### src/rtl/core/cpsm_pkg.sv
package cpsm_pkg;

   // Channel map and field widths
   localparam int NUM_CHANNELS_DEFAULT = 5;
   localparam logic [2:0] ENGINE_CHANNEL = 3'd4;
   localparam int DATA_W = 32;
   localparam int HALF_W = 16;

   // Input item kinds and timers
   localparam logic KIND_OVERFLOW = 1'b0;
   localparam logic KIND_CAPTURE  = 1'b1;
   localparam logic TIMER_WHEEL   = 1'b0;
   localparam logic TIMER_ENGINE  = 1'b1;

   // Register file layout: register i at byte address 4*i
   localparam int CSR_ADDR_W = 4;
   localparam logic [1:0] REG_COUNTER_PERIOD  = 2'd0;
   localparam logic [1:0] REG_WHEEL_NUMERATOR = 2'd1;
   localparam logic [1:0] REG_ENGINE_NUMERATOR = 2'd2;

   // Register reset values
   localparam logic [15:0] COUNTER_PERIOD_RESET   = 16'd6400;
   localparam logic [31:0] WHEEL_NUMERATOR_RESET  = 32'd261274;
   localparam logic [31:0] ENGINE_NUMERATOR_RESET = 32'd92160000;

   typedef struct packed {
      logic        kind;
      logic        timer_id;
      logic [2:0]  channel;
      logic [15:0] capture_value;
   } req_type;

   typedef struct packed {
      logic [2:0]  out_channel;
      logic [31:0] elapsed_ticks;
      logic [31:0] speed;
      logic        zero_period;
   } rsp_type;

endpackage

### src/rtl/core/cpsm_divider.sv
module cpsm_divider
   import cpsm_pkg::*;
(
   input  logic              clock,
   input  logic              reset,
   input  logic              start,
   input  logic [DATA_W-1:0] dividend,
   input  logic [DATA_W-1:0] divisor,
   output logic              done,
   output logic [DATA_W-1:0] quotient
);

   localparam int CNT_W = $clog2(DATA_W);

   logic              busy_ff, busy_in;
   logic              done_ff, done_in;
   logic [CNT_W-1:0]  count_ff, count_in;
   logic [DATA_W-1:0] rem_ff, rem_in;
   logic [DATA_W-1:0] quo_ff, quo_in;
   logic [DATA_W-1:0] div_ff, div_in;

   logic [DATA_W:0]   shifted;
   logic [DATA_W+1:0] diff;
   logic              fits;

   // One restoring step: shift in the next dividend bit, try the subtract
   always_comb begin
      shifted = {rem_ff, quo_ff[DATA_W-1]};
      diff    = {1'b0, shifted} - {2'b00, div_ff};
      fits    = ~diff[DATA_W+1];
   end

   // Sequence the quotient bits, most significant first
   always_comb begin
      busy_in  = busy_ff;
      done_in  = 1'b0;
      count_in = count_ff;
      rem_in   = rem_ff;
      quo_in   = quo_ff;
      div_in   = div_ff;
      if (start) begin
         busy_in  = 1'b1;
         count_in = '0;
         rem_in   = '0;
         quo_in   = dividend;
         div_in   = divisor;
      end else if (busy_ff) begin
         rem_in   = fits ? diff[DATA_W-1:0] : shifted[DATA_W-1:0];
         quo_in   = {quo_ff[DATA_W-2:0], fits};
         count_in = count_ff + 1'b1;
         if (count_ff == CNT_W'(DATA_W - 1)) begin
            busy_in = 1'b0;
            done_in = 1'b1;
         end
      end
   end

   always_ff @(posedge clock) begin
      if (reset) begin
         busy_ff <= 1'b0;
         done_ff <= 1'b0;
      end else begin
         busy_ff <= busy_in;
         done_ff <= done_in;
      end
   end

   always_ff @(posedge clock) begin
      count_ff <= count_in;
      rem_ff   <= rem_in;
      quo_ff   <= quo_in;
      div_ff   <= div_in;
   end

   assign done     = done_ff;
   assign quotient = quo_ff;

endmodule

### src/rtl/core/capture_period_speed_meter_top.sv
// Input-capture speed meter for up to NUM_CHANNELS channels: channel 4 runs on the
// engine timer, the others on the wheel timer. An overflow tick bumps the saturating
// overflow count of every channel on that timer. A capture on a channel at or above
// NUM_CHANNELS is dropped. For a valid capture, the overflow count times
// counter_period is formed by a bit-serial shift-and-add multiplier, one multiplier
// bit per cycle up to the highest set bit of the 16-bit overflow count, and the speed
// by a radix-2 restoring divider, one quotient bit per cycle. A zero elapsed count
// skips the divider and reports all-ones speed with zero_period set. One capture is in
// flight at a time; the result sits in an output register, so the next item is taken
// while the previous result still waits on rsp_stall.
module capture_period_speed_meter_top
   import cpsm_pkg::*;
#(
   parameter int NUM_CHANNELS = NUM_CHANNELS_DEFAULT
)
(
   input  logic                  clock,
   input  logic                  reset,
   input  logic                  req_valid,
   output logic                  req_stall,
   input  req_type               req_data,
   output logic                  rsp_valid,
   input  logic                  rsp_stall,
   output rsp_type               rsp_data,
   input  logic                  csr_psel,
   input  logic                  csr_penable,
   input  logic                  csr_pwrite,
   input  logic [CSR_ADDR_W-1:0] csr_paddr,
   input  logic [DATA_W-1:0]     csr_pwdata,
   output logic [DATA_W-1:0]     csr_prdata,
   output logic                  csr_pready
);

   localparam int IW = (NUM_CHANNELS > 1) ? $clog2(NUM_CHANNELS) : 1;

   typedef enum logic [1:0] {
      S_IDLE,
      S_MUL,
      S_DIV,
      S_DONE
   } state_type;

   state_type          state_ff, state_in;
   logic               rsp_valid_ff, rsp_valid_in;
   rsp_type            rsp_data_ff, rsp_data_in;
   logic [15:0]        period_ff, period_in;
   logic [DATA_W-1:0]  wheel_num_ff, wheel_num_in;
   logic [DATA_W-1:0]  engine_num_ff, engine_num_in;
   logic [HALF_W-1:0]  last_ff [NUM_CHANNELS];
   logic [HALF_W-1:0]  last_in [NUM_CHANNELS];
   logic [HALF_W-1:0]  ovf_ff [NUM_CHANNELS];
   logic [HALF_W-1:0]  ovf_in [NUM_CHANNELS];

   logic [DATA_W-1:0]  acc_ff, acc_in;
   logic [DATA_W-1:0]  mcand_ff, mcand_in;
   logic [HALF_W-1:0]  mplier_ff, mplier_in;
   logic [DATA_W-1:0]  num_ff, num_in;
   logic [2:0]         chan_ff, chan_in;
   logic [DATA_W-1:0]  speed_ff, speed_in;
   logic               zero_ff, zero_in;

   logic               req_take;
   logic               rsp_take;
   logic               csr_write;
   logic [1:0]         csr_index;
   logic               cap_ok;
   logic [IW-1:0]      cap_idx;
   logic               div_start;
   logic               div_done;
   logic [DATA_W-1:0]  div_quotient;

   assign req_stall = (state_ff != S_IDLE);
   assign req_take  = req_valid & ~req_stall;
   assign rsp_take  = rsp_valid_ff & ~rsp_stall;
   assign csr_pready = 1'b1;
   assign csr_write = csr_psel & csr_penable & csr_pwrite & csr_pready;
   assign csr_index = csr_paddr[3:2];
   assign cap_ok    = int'(req_data.channel) < NUM_CHANNELS;
   assign cap_idx   = IW'(req_data.channel);
   assign div_start = (state_ff == S_MUL) && (mplier_ff == '0) && (acc_ff != '0);

   // Read back the registers
   always_comb begin
      case (csr_index)
         REG_COUNTER_PERIOD:   csr_prdata = {16'b0, period_ff};
         REG_WHEEL_NUMERATOR:  csr_prdata = wheel_num_ff;
         REG_ENGINE_NUMERATOR: csr_prdata = engine_num_ff;
         default:              csr_prdata = '0;
      endcase
   end

   // Next-state logic for the sequencer, registers, channel counts and serial multiplier
   always_comb begin
      state_in      = state_ff;
      rsp_valid_in  = rsp_valid_ff;
      rsp_data_in   = rsp_data_ff;
      period_in     = period_ff;
      wheel_num_in  = wheel_num_ff;
      engine_num_in = engine_num_ff;
      last_in       = last_ff;
      ovf_in        = ovf_ff;
      acc_in        = acc_ff;
      mcand_in      = mcand_ff;
      mplier_in     = mplier_ff;
      num_in        = num_ff;
      chan_in       = chan_ff;
      speed_in      = speed_ff;
      zero_in       = zero_ff;

      // Drop the result once its transfer completes
      if (rsp_take) begin
         rsp_valid_in = 1'b0;
      end

      // Register writes
      if (csr_write) begin
         case (csr_index)
            REG_COUNTER_PERIOD:   period_in     = csr_pwdata[15:0];
            REG_WHEEL_NUMERATOR:  wheel_num_in  = csr_pwdata;
            REG_ENGINE_NUMERATOR: engine_num_in = csr_pwdata;
            default:              period_in     = period_ff;
         endcase
      end

      case (state_ff)
         S_IDLE: begin
            if (req_take) begin
               if (req_data.kind == KIND_OVERFLOW) begin
                  // Bump every channel on the ticking timer, saturating
                  for (int i = 0; i < NUM_CHANNELS; i++) begin
                     if (((i == int'(ENGINE_CHANNEL)) ? TIMER_ENGINE : TIMER_WHEEL)
                         == req_data.timer_id && ovf_ff[i] != '1) begin
                        ovf_in[i] = ovf_ff[i] + 1'b1;
                     end
                  end
               end else if (cap_ok) begin
                  // Latch operands, store the capture and clear the count
                  acc_in    = {16'b0, req_data.capture_value} - {16'b0, last_ff[cap_idx]};
                  mplier_in = ovf_ff[cap_idx];
                  mcand_in  = {16'b0, period_ff};
                  num_in    = (req_data.channel == ENGINE_CHANNEL) ? engine_num_ff
                                                                   : wheel_num_ff;
                  chan_in   = req_data.channel;
                  last_in[cap_idx] = req_data.capture_value;
                  ovf_in[cap_idx]  = '0;
                  state_in  = S_MUL;
               end
            end
         end
         S_MUL: begin
            if (mplier_ff == '0) begin
               if (acc_ff == '0) begin
                  speed_in = '1;
                  zero_in  = 1'b1;
                  state_in = S_DONE;
               end else begin
                  zero_in  = 1'b0;
                  state_in = S_DIV;
               end
            end else begin
               // Add one shifted multiplicand per multiplier bit
               if (mplier_ff[0]) begin
                  acc_in = acc_ff + mcand_ff;
               end
               mcand_in  = {mcand_ff[DATA_W-2:0], 1'b0};
               mplier_in = {1'b0, mplier_ff[HALF_W-1:1]};
            end
         end
         S_DIV: begin
            if (div_done) begin
               speed_in = div_quotient;
               state_in = S_DONE;
            end
         end
         S_DONE: begin
            // Hand the result to the output register once it is free
            if (!rsp_valid_ff || rsp_take) begin
               rsp_valid_in = 1'b1;
               rsp_data_in.out_channel   = chan_ff;
               rsp_data_in.elapsed_ticks = acc_ff;
               rsp_data_in.speed         = speed_ff;
               rsp_data_in.zero_period   = zero_ff;
               state_in = S_IDLE;
            end
         end
         default: begin
            state_in = S_IDLE;
         end
      endcase
   end

   always_ff @(posedge clock) begin
      if (reset) begin
         state_ff      <= S_IDLE;
         rsp_valid_ff  <= 1'b0;
         period_ff     <= COUNTER_PERIOD_RESET;
         wheel_num_ff  <= WHEEL_NUMERATOR_RESET;
         engine_num_ff <= ENGINE_NUMERATOR_RESET;
         for (int i = 0; i < NUM_CHANNELS; i++) begin
            last_ff[i] <= '0;
            ovf_ff[i]  <= '0;
         end
      end else begin
         state_ff      <= state_in;
         rsp_valid_ff  <= rsp_valid_in;
         period_ff     <= period_in;
         wheel_num_ff  <= wheel_num_in;
         engine_num_ff <= engine_num_in;
         last_ff       <= last_in;
         ovf_ff        <= ovf_in;
      end
   end

   always_ff @(posedge clock) begin
      rsp_data_ff <= rsp_data_in;
      acc_ff      <= acc_in;
      mcand_ff    <= mcand_in;
      mplier_ff   <= mplier_in;
      num_ff      <= num_in;
      chan_ff     <= chan_in;
      speed_ff    <= speed_in;
      zero_ff     <= zero_in;
   end

   // Serial divider for numerator over elapsed ticks
   cpsm_divider u_divider (
      .clock    (clock),
      .reset    (reset),
      .start    (div_start),
      .dividend (num_ff),
      .divisor  (acc_ff),
      .done     (div_done),
      .quotient (div_quotient)
   );

   assign rsp_valid = rsp_valid_ff;
   assign rsp_data  = rsp_data_ff;

endmodule

### config.mk
export PLATFORM = sky130hd
export DESIGN_NAME = capture_period_speed_meter_top
export DESIGN_NICKNAME = d
export VERILOG_FILES = /design/src/rtl/core/cpsm_pkg.sv /design/src/rtl/core/cpsm_divider.sv /design/src/rtl/core/capture_period_speed_meter_top.sv
export SDC_FILE = /design/constraint.sdc
export NUM_CORES = 1
export LEC_CHECK = 0
export BUFFER_PORTS_ARGS = -buffer_cell sky130_fd_sc_hd__buf_2
export CAP_MARGIN = 20
export CELL_PAD_IN_SITES_DETAIL_PLACEMENT = 0
export CELL_PAD_IN_SITES_GLOBAL_PLACEMENT = 1
export CORE_MARGIN = 4
export CORE_UTILIZATION = 45
export CTS_CLUSTER_DIAMETER = 150
export CTS_CLUSTER_SIZE = 14
export DETAILED_ROUTE_END_ITERATION = 12
export HOLD_SLACK_MARGIN = 0.05
export PLACE_DENSITY_LB_ADDON = 0.1
export SKIP_LAST_GASP = 1
export SLEW_MARGIN = 20
export SYNTH_ARGS = -nofsm -noshare
export SYNTH_HDL_FRONTEND = slang
export SYNTH_SLANG_ARGS = --single-unit
### constraint.sdc
create_clock -name clock -period 22.4 [get_ports clock]
set_input_delay 4.48 -clock clock [delete_from_list [all_inputs] [get_ports clock]]
set_output_delay 4.48 -clock clock [all_outputs]
set_load 0.01 [all_outputs]
==> impl_results.md, run 1 <==
- Least-Margin Pin Slew: 1030 ps
- Number of port buffers: 163
- Yosys warnings: 0
- Crit Path Class: input pin to output port
- H-tree Lvls: 2
- R2R cell count: 11
- Register bit total from synthesis: 562
- Worst-path maximum fanout: 22
- Post-Synthesis Cell Area: 27700 um^2
- Post-route DRC violation count: 0
- Avg WL per Cell: 19.6 um
- Clock sinks: 562
- Die area: 65500 um^2
- Commonest non-fill, non-tap cells in the layout: 428 x nand2_1, 307 x a21oi_1, 281 x dfxtp_1
- Share of layout cells above drive strength 1: 0.143
- CP Launch Type: input pin
- Clock buffer count from CTS: 46
- Placed cell areas: 29200 um^2
- First-pass GRT wire length: 114000 um
- Clock power share: 0.259
- Reg clk slew, reported paths: 60 ps
- Power Internal: 1990 uW
- Minimum clock period after layout: 10830 ps
- CP Capture Type: output port
- Nets: 3055
- Mapped Cells: 2799
- Post-DP HPWL: 49500 um
- Postcts setup bufs: 0
- Chip Width: 256 um
- Comb pwr share: 0.283
- Switching share of power: 0.335
- Synth Flop Type: dfxtp_1
- Vias in the first global route: 19800
- Drt first pass iters: 5
- Fill cells: 5569
- Peak Freq: 92.3 MHz
- Max clock buf depth: 3
- Sequential fraction of the synthesis area: 0.508
- PwrDens: 97.7 nW/um^2
- Ys async rst share: 0
- Max Cap Viol: 0
- Largest net degree at the start of global routing: 90
- Synth cell types: 77
- Top post-synthesis cells by area: edfxtp_1 30%, dfxtp_1 20%, nand2_1 5.8%, a21oi_1 5.6%, mux2_2 4.4%
- Post-synth top area share: 0.304
- Worst Path Arrival: 6350 ps
- Post-CTS resize count: 0
- Initial antenna violation count: 3
- Min-delay worst type: register to register
- Root Driver: clkbuf_16
- Final Setup Violations: 0
- Net Switching: 1000 uW
- Leading cell type in the layout, fill and taps excluded: nand2_1
- Syn_nets: 2958
- Post-route setup TNS: 0 ps
- Design Area, Final: 30600 um^2
- Row count: 90
- Relative slew slack: 0.312
- Post-synth EDFFs: 280
- Data required time of the worst path: 17920 ps
- Hold Crit Depth: 0
- GRT overflow: 0
- Synth area leader: edfxtp_1
- Clk_lat worst skew: 610 ps
- Final Max Slew Viols: 0
- Post-route clock period utilization: 0.483
- CTS tree: yes
- DR vias/cell: 5.62
- Worst VDD drop: 0.0000627 V
- # IOs: 167
- Die height: 256 um
- Seq pwr share: 0.458
- CTS Hold Bufs: 0
- Outcome: finished, final reports clean
- CORE AREA: 60600 um^2
- Mean post-synth cell area: 9.88 um^2
- Routability cong.: 0.852
- Vias: 20900
- Total GRT Usage: 0.214
- Pleak: 0.0110 uW
- Final WL: 72700 um
- Hold Vio Cnt, Final: 0
- ANT nets after route: 0
- Initial Util: 0.457
- First-iteration detailed-routing DRC count: 1521
- Layout area overhead: 10.7%
- RSZ-0062 raised after global routing: no
- Final Skew: 26.7 ps
==> registers in the layout, indices dropped and copies added (netlist names), 3 cells and up <==
signal / count
period_ff: 16
u_divider.count_ff: 5
acc_ff: 32
ovf_ff: 80
speed_ff: 32
rsp_data: 68
mplier_ff: 16
u_divider.rem_ff: 32
chan_ff: 3
mcand_ff: 32
engine_num_ff: 32
u_divider.div_ff: 32
wheel_num_ff: 32
last_ff: 80
num_ff: 32
u_divider.quotient: 32
==> cell type report <==
cell class / count / area (um^2) / share of cell area
timing repair buffer: 197 / 1120 / 0.0365
antenna: 2 / 5.00 / 0.000164
sequential: 562 / 14100 / 0.459
tap: 782 / 978 / 0.0320
multi-input combinational: 2020 / 12800 / 0.419
clock buffer: 75 / 1260 / 0.0412
inverter: 69 / 260 / 0.00850
clock inverter: 4 / 96.3 / 0.00315
==> logic make-up after synthesis <==
group                    synth area share
buffers and inverters              0.0309
XOR/XNOR                           0.0193
AO/OA/AOI/OAI                       0.149
adder cells (fa/ha/maj)            0.0438
AND/OR/NAND/NOR                     0.172
other                            0.000136
flip-flops                          0.508
multiplexers                       0.0765
==> power groups by stage <==
| stage | clock, uW | sequential (uW) | combinational [uW] |
|---|---|---|---|
| finish | 774 | 1370 | 846 |
| global route | 836 | 1380 | 945 |
| CTS | 798 | 1370 | 836 |
| detailed placement | 0 | 1390 | 831 |
| global placement | 0 | 1390 | 816 |
| floorplan | 0 | 1340 | 642 |
==> Yosys cell counts, drive strengths merged, types with 12 or more instances <==
cell type,count
nand2,428
a21oi,307
dfxtp,282
edfxtp,280
nor2,187
clkbuf,127
o21ai,115
mux2,108
ha,92
inv,68
nand2b,58
mux2i,56
nand3,48
nor3,47
nand3b,46
nor2b,38
and3,37
xnor2,37
a211oi,34
a21o,32
a22oi,29
and2,27
nand4,24
xor2,24
a31oi,21
buf,21
a22o,17
o22ai,16
or3,16
mux4,15
nor4,14
o21a,13
or2,13
a2bb2oi,12
==> metal layers <==
metal	wire length [um]	GRT usage	up-vias
li1	-	-	10300
met1	33900	0.303	10000
met2	33300	0.343	476
met3	3570	0.0313	89
met4	1830	0.0613	2
met5	13	0	-
==> worst paths after layout <==
kind / start / endpoint / slack [ps]
max: csr_paddr[2] / csr_prdata[16] / 11570
max reg2reg: acc_ff[0] / acc_ff[28] / 18480
min reg2reg: speed_ff[22] / rsp_data[23] / 410
min: speed_ff[22] / rsp_data[23] / 410
==> through the flow <==
step | setup WS [ps] | power (uW) | hold WS [ps] | instances | util
finish | 11570 | 2990 | 414 | 3711 | 0.505
global route | 11490 | 3170 | 422 | 3711 | 0.505
CTS | 11550 | 3010 | 417 | 3707 | 0.504
detailed placement | 11550 | 2220 | 405 | 3628 | 0.482
global placement | 11570 | 2210 | 401 | 3628 | 0.482
floorplan | 12080 | 1980 | 400 | 2799 | -
==> critical path: stages <==
cell and delay, ps:
buf_2 560, nor2b_1 700, buf_4 300, a22o_1 170, buf_2 140
Note: power is estimated with default switching activity, not from simulation.
==> run 2: changes to the inputs <==
Clock period 22.4 ns to 11.3 ns, I/O delays scaled along.
==> impl_results.md, run 2 (synthesis gave the netlist of run 1 again) <==
- Outcome: finished, final reports clean (unchanged)
- Routability cong.: 0.862 (was 0.852)
- Relative slew slack: 0.259 (was 0.312)
- Placement Setup Slack: 4700 ps (was 11550 ps)
- Drt first pass iters: 5 (unchanged)
- Worst VDD drop: 0.000140 V (was 0.0000627 V)
- Hold Crit Depth: 0 (unchanged)
- CP Launch Type: input pin (unchanged)
- Largest net degree at the start of global routing: 102 (was 90)
- Postcts setup bufs: 0 (unchanged)
- First-pass GRT wire length: 114000 um (about the same)
- Cell mode on critical path: buf_2 (unchanged)
- Cell with the largest stage delay on the worst path: nor2b_4 (was nor2b_1)
- Final Max Slew Viols: 0 (unchanged)
- Nets: 3055 (unchanged)
- Share of layout cells above drive strength 1: 0.143 (about the same)
- Final Setup Violations: 0 (unchanged)
- Post-route clock period utilization: 0.567
- Total GRT Usage: 0.214 (about the same)
- Number of port buffers: 163 (unchanged)
- Min-delay worst type: register to register (unchanged)
- CTS Hold Bufs: 0 (unchanged)
- Fill cells: 5625 (was 5569)
- Worst Path Arrival: 4140 ps (was 6350 ps)
- Minimum clock period after layout: 6400 ps
- Hold Vio Cnt, Final: 0 (unchanged)
- Least-Margin Pin Slew: 1110 ps (was 1030 ps)
- Row count: 90 (unchanged)
- Pleak: 0.0110 uW (about the same)
- GRT overflow: 0 (unchanged)
- CTS tree: yes (unchanged)
- Avg WL per Cell: 19.5 um (was 19.6 um)
- Die height: 256 um (unchanged)
- Max stage delay on crit path: 860 ps (was 700 ps)
- Startpoint of the worst-slack reg-to-reg timing path: acc_ff[0] (unchanged)
- Initial antenna violation count: 5 (was 3)
- Commonest non-fill, non-tap cells in the layout: 428 x nand2_1, 307 x a21oi_1, 281 x dfxtp_1 (unchanged)
- Post-CTS resize count: 0 (unchanged)
- Worst Setup SP: csr_paddr[3] (was csr_paddr[2])
- Setup ws final: 4900 ps (was 11570 ps)
- Reg clk slew, reported paths: 60 ps (about the same)
- Layout area overhead: 10.7% (about the same)
- Clock sinks: 562 (unchanged)
- First-iteration detailed-routing DRC count: 1278 (was 1521)
- Pwr Total: 5940 uW (was 2990 uW)
- Worst-path maximum fanout: 33 (was 22)
- Peak Freq: 156 MHz
- Crit-path cells: buf_2 -> nor2b_4 -> nand2_1 -> o21ai_0 -> buf_2 (was buf_2 -> nor2b_1 -> buf_4 -> a22o_1 -> buf_2)
- Final Skew: 36.3 ps (was 26.7 ps)
- Vias in the first global route: 19900 (was 19800)
- Post-route setup TNS: 0 ps (unchanged)
- Max Cap Viol: 0 (unchanged)
- RSZ-0062 raised after global routing: no (unchanged)
- Worst hold path startpoint: speed_ff[19] (was speed_ff[22])
- ANT nets after route: 0 (unchanged)
- Die area: 65500 um^2 (unchanged)
- Final WL: 72500 um (was 72700 um)
- Initial Util: 0.457 (unchanged)
- Chip Width: 256 um (unchanged)
- Design Area, Final: 30600 um^2 (about the same)
- Data required time of the worst path: 9040 ps (was 17920 ps)
- Clk_lat worst skew: 620 ps (was 610 ps)
- PwrDens: 194 nW/um^2 (was 97.7 nW/um^2)
- Max clock buf depth: 3 (unchanged)
- R2R cell count: 11 (unchanged)
- Placed cell areas: 29200 um^2 (unchanged)
- Crit Path Class: input pin to output port (unchanged)
- Root Driver: clkbuf_16 (unchanged)
- CORE AREA: 60600 um^2 (unchanged)
- DR vias/cell: 5.64 (was 5.62)
- CP Capture Type: output port (unchanged)
- Post-route DRC violation count: 0 (unchanged)
- Post-DP HPWL: 49700 um (was 49500 um)
- H-tree Lvls: 2 (unchanged)
- Leading cell type in the layout, fill and taps excluded: nand2_1 (unchanged)
- Clock buffer count from CTS: 46 (unchanged)
- # IOs: 167 (unchanged)
- Vias: 20900 (about the same)
==> run 2: layer usage <==
layer | global-route usage | wire length, um | up-vias
met5 | 0 | 14 | -
met3 | 0.0303 | 3460 | 107
met4 | 0.0692 | 2060 | 2
li1 | - | - | 10300
met1 | 0.303 | 33800 | 10100
met2 | 0.339 | 33100 | 491
==> run 2: path summary, 6_finish.rpt <==
path / end / slack [ps]
max reg2reg: acc_ff[28] / 7420
min reg2reg: rsp_data[20] / 420
min: rsp_data[20] / 420
max: csr_prdata[5] / 4900
==> run 2: area by class of cell <==
type | count | area (um^2) | share of cell area
multi-input cells | 2020 | 12800 | 0.419
inverters | 69 | 260 | 0.00850
clock buffers | 77 | 1270 | 0.0414
diodes | 5 | 12.5 | 0.000409
well taps | 782 | 978 | 0.0320
clock inverters | 4 | 96.3 | 0.00315
flip-flops and latches | 562 | 14100 | 0.459
repair buffers | 197 | 1120 | 0.0365
==> run 2: report_power, final <==
group,switching (uW),internal [uW],total (uW)
registers,226,2490,2720
logic,1000,679,1680
clock network,761,776,1540
total,1990,3950,5940
==> run 2: worst max-delay path, delay by kind of cell <==
kind | cells | cell delay (ps)
AOI/OAI and AO/OA | 1 | 260
and+or+nand+nor | 2 | 960
buffers and inverters | 2 | 640
==> run 2: metrics by stage <==
step                       util  hold WS [ps]  instances
after floorplan               -           400       2799
after global placement    0.482           400       3628
after detailed placement  0.482           405       3628
after CTS                 0.504           421       3709
after global routing      0.505           422       3714
final                     0.505           419       3716
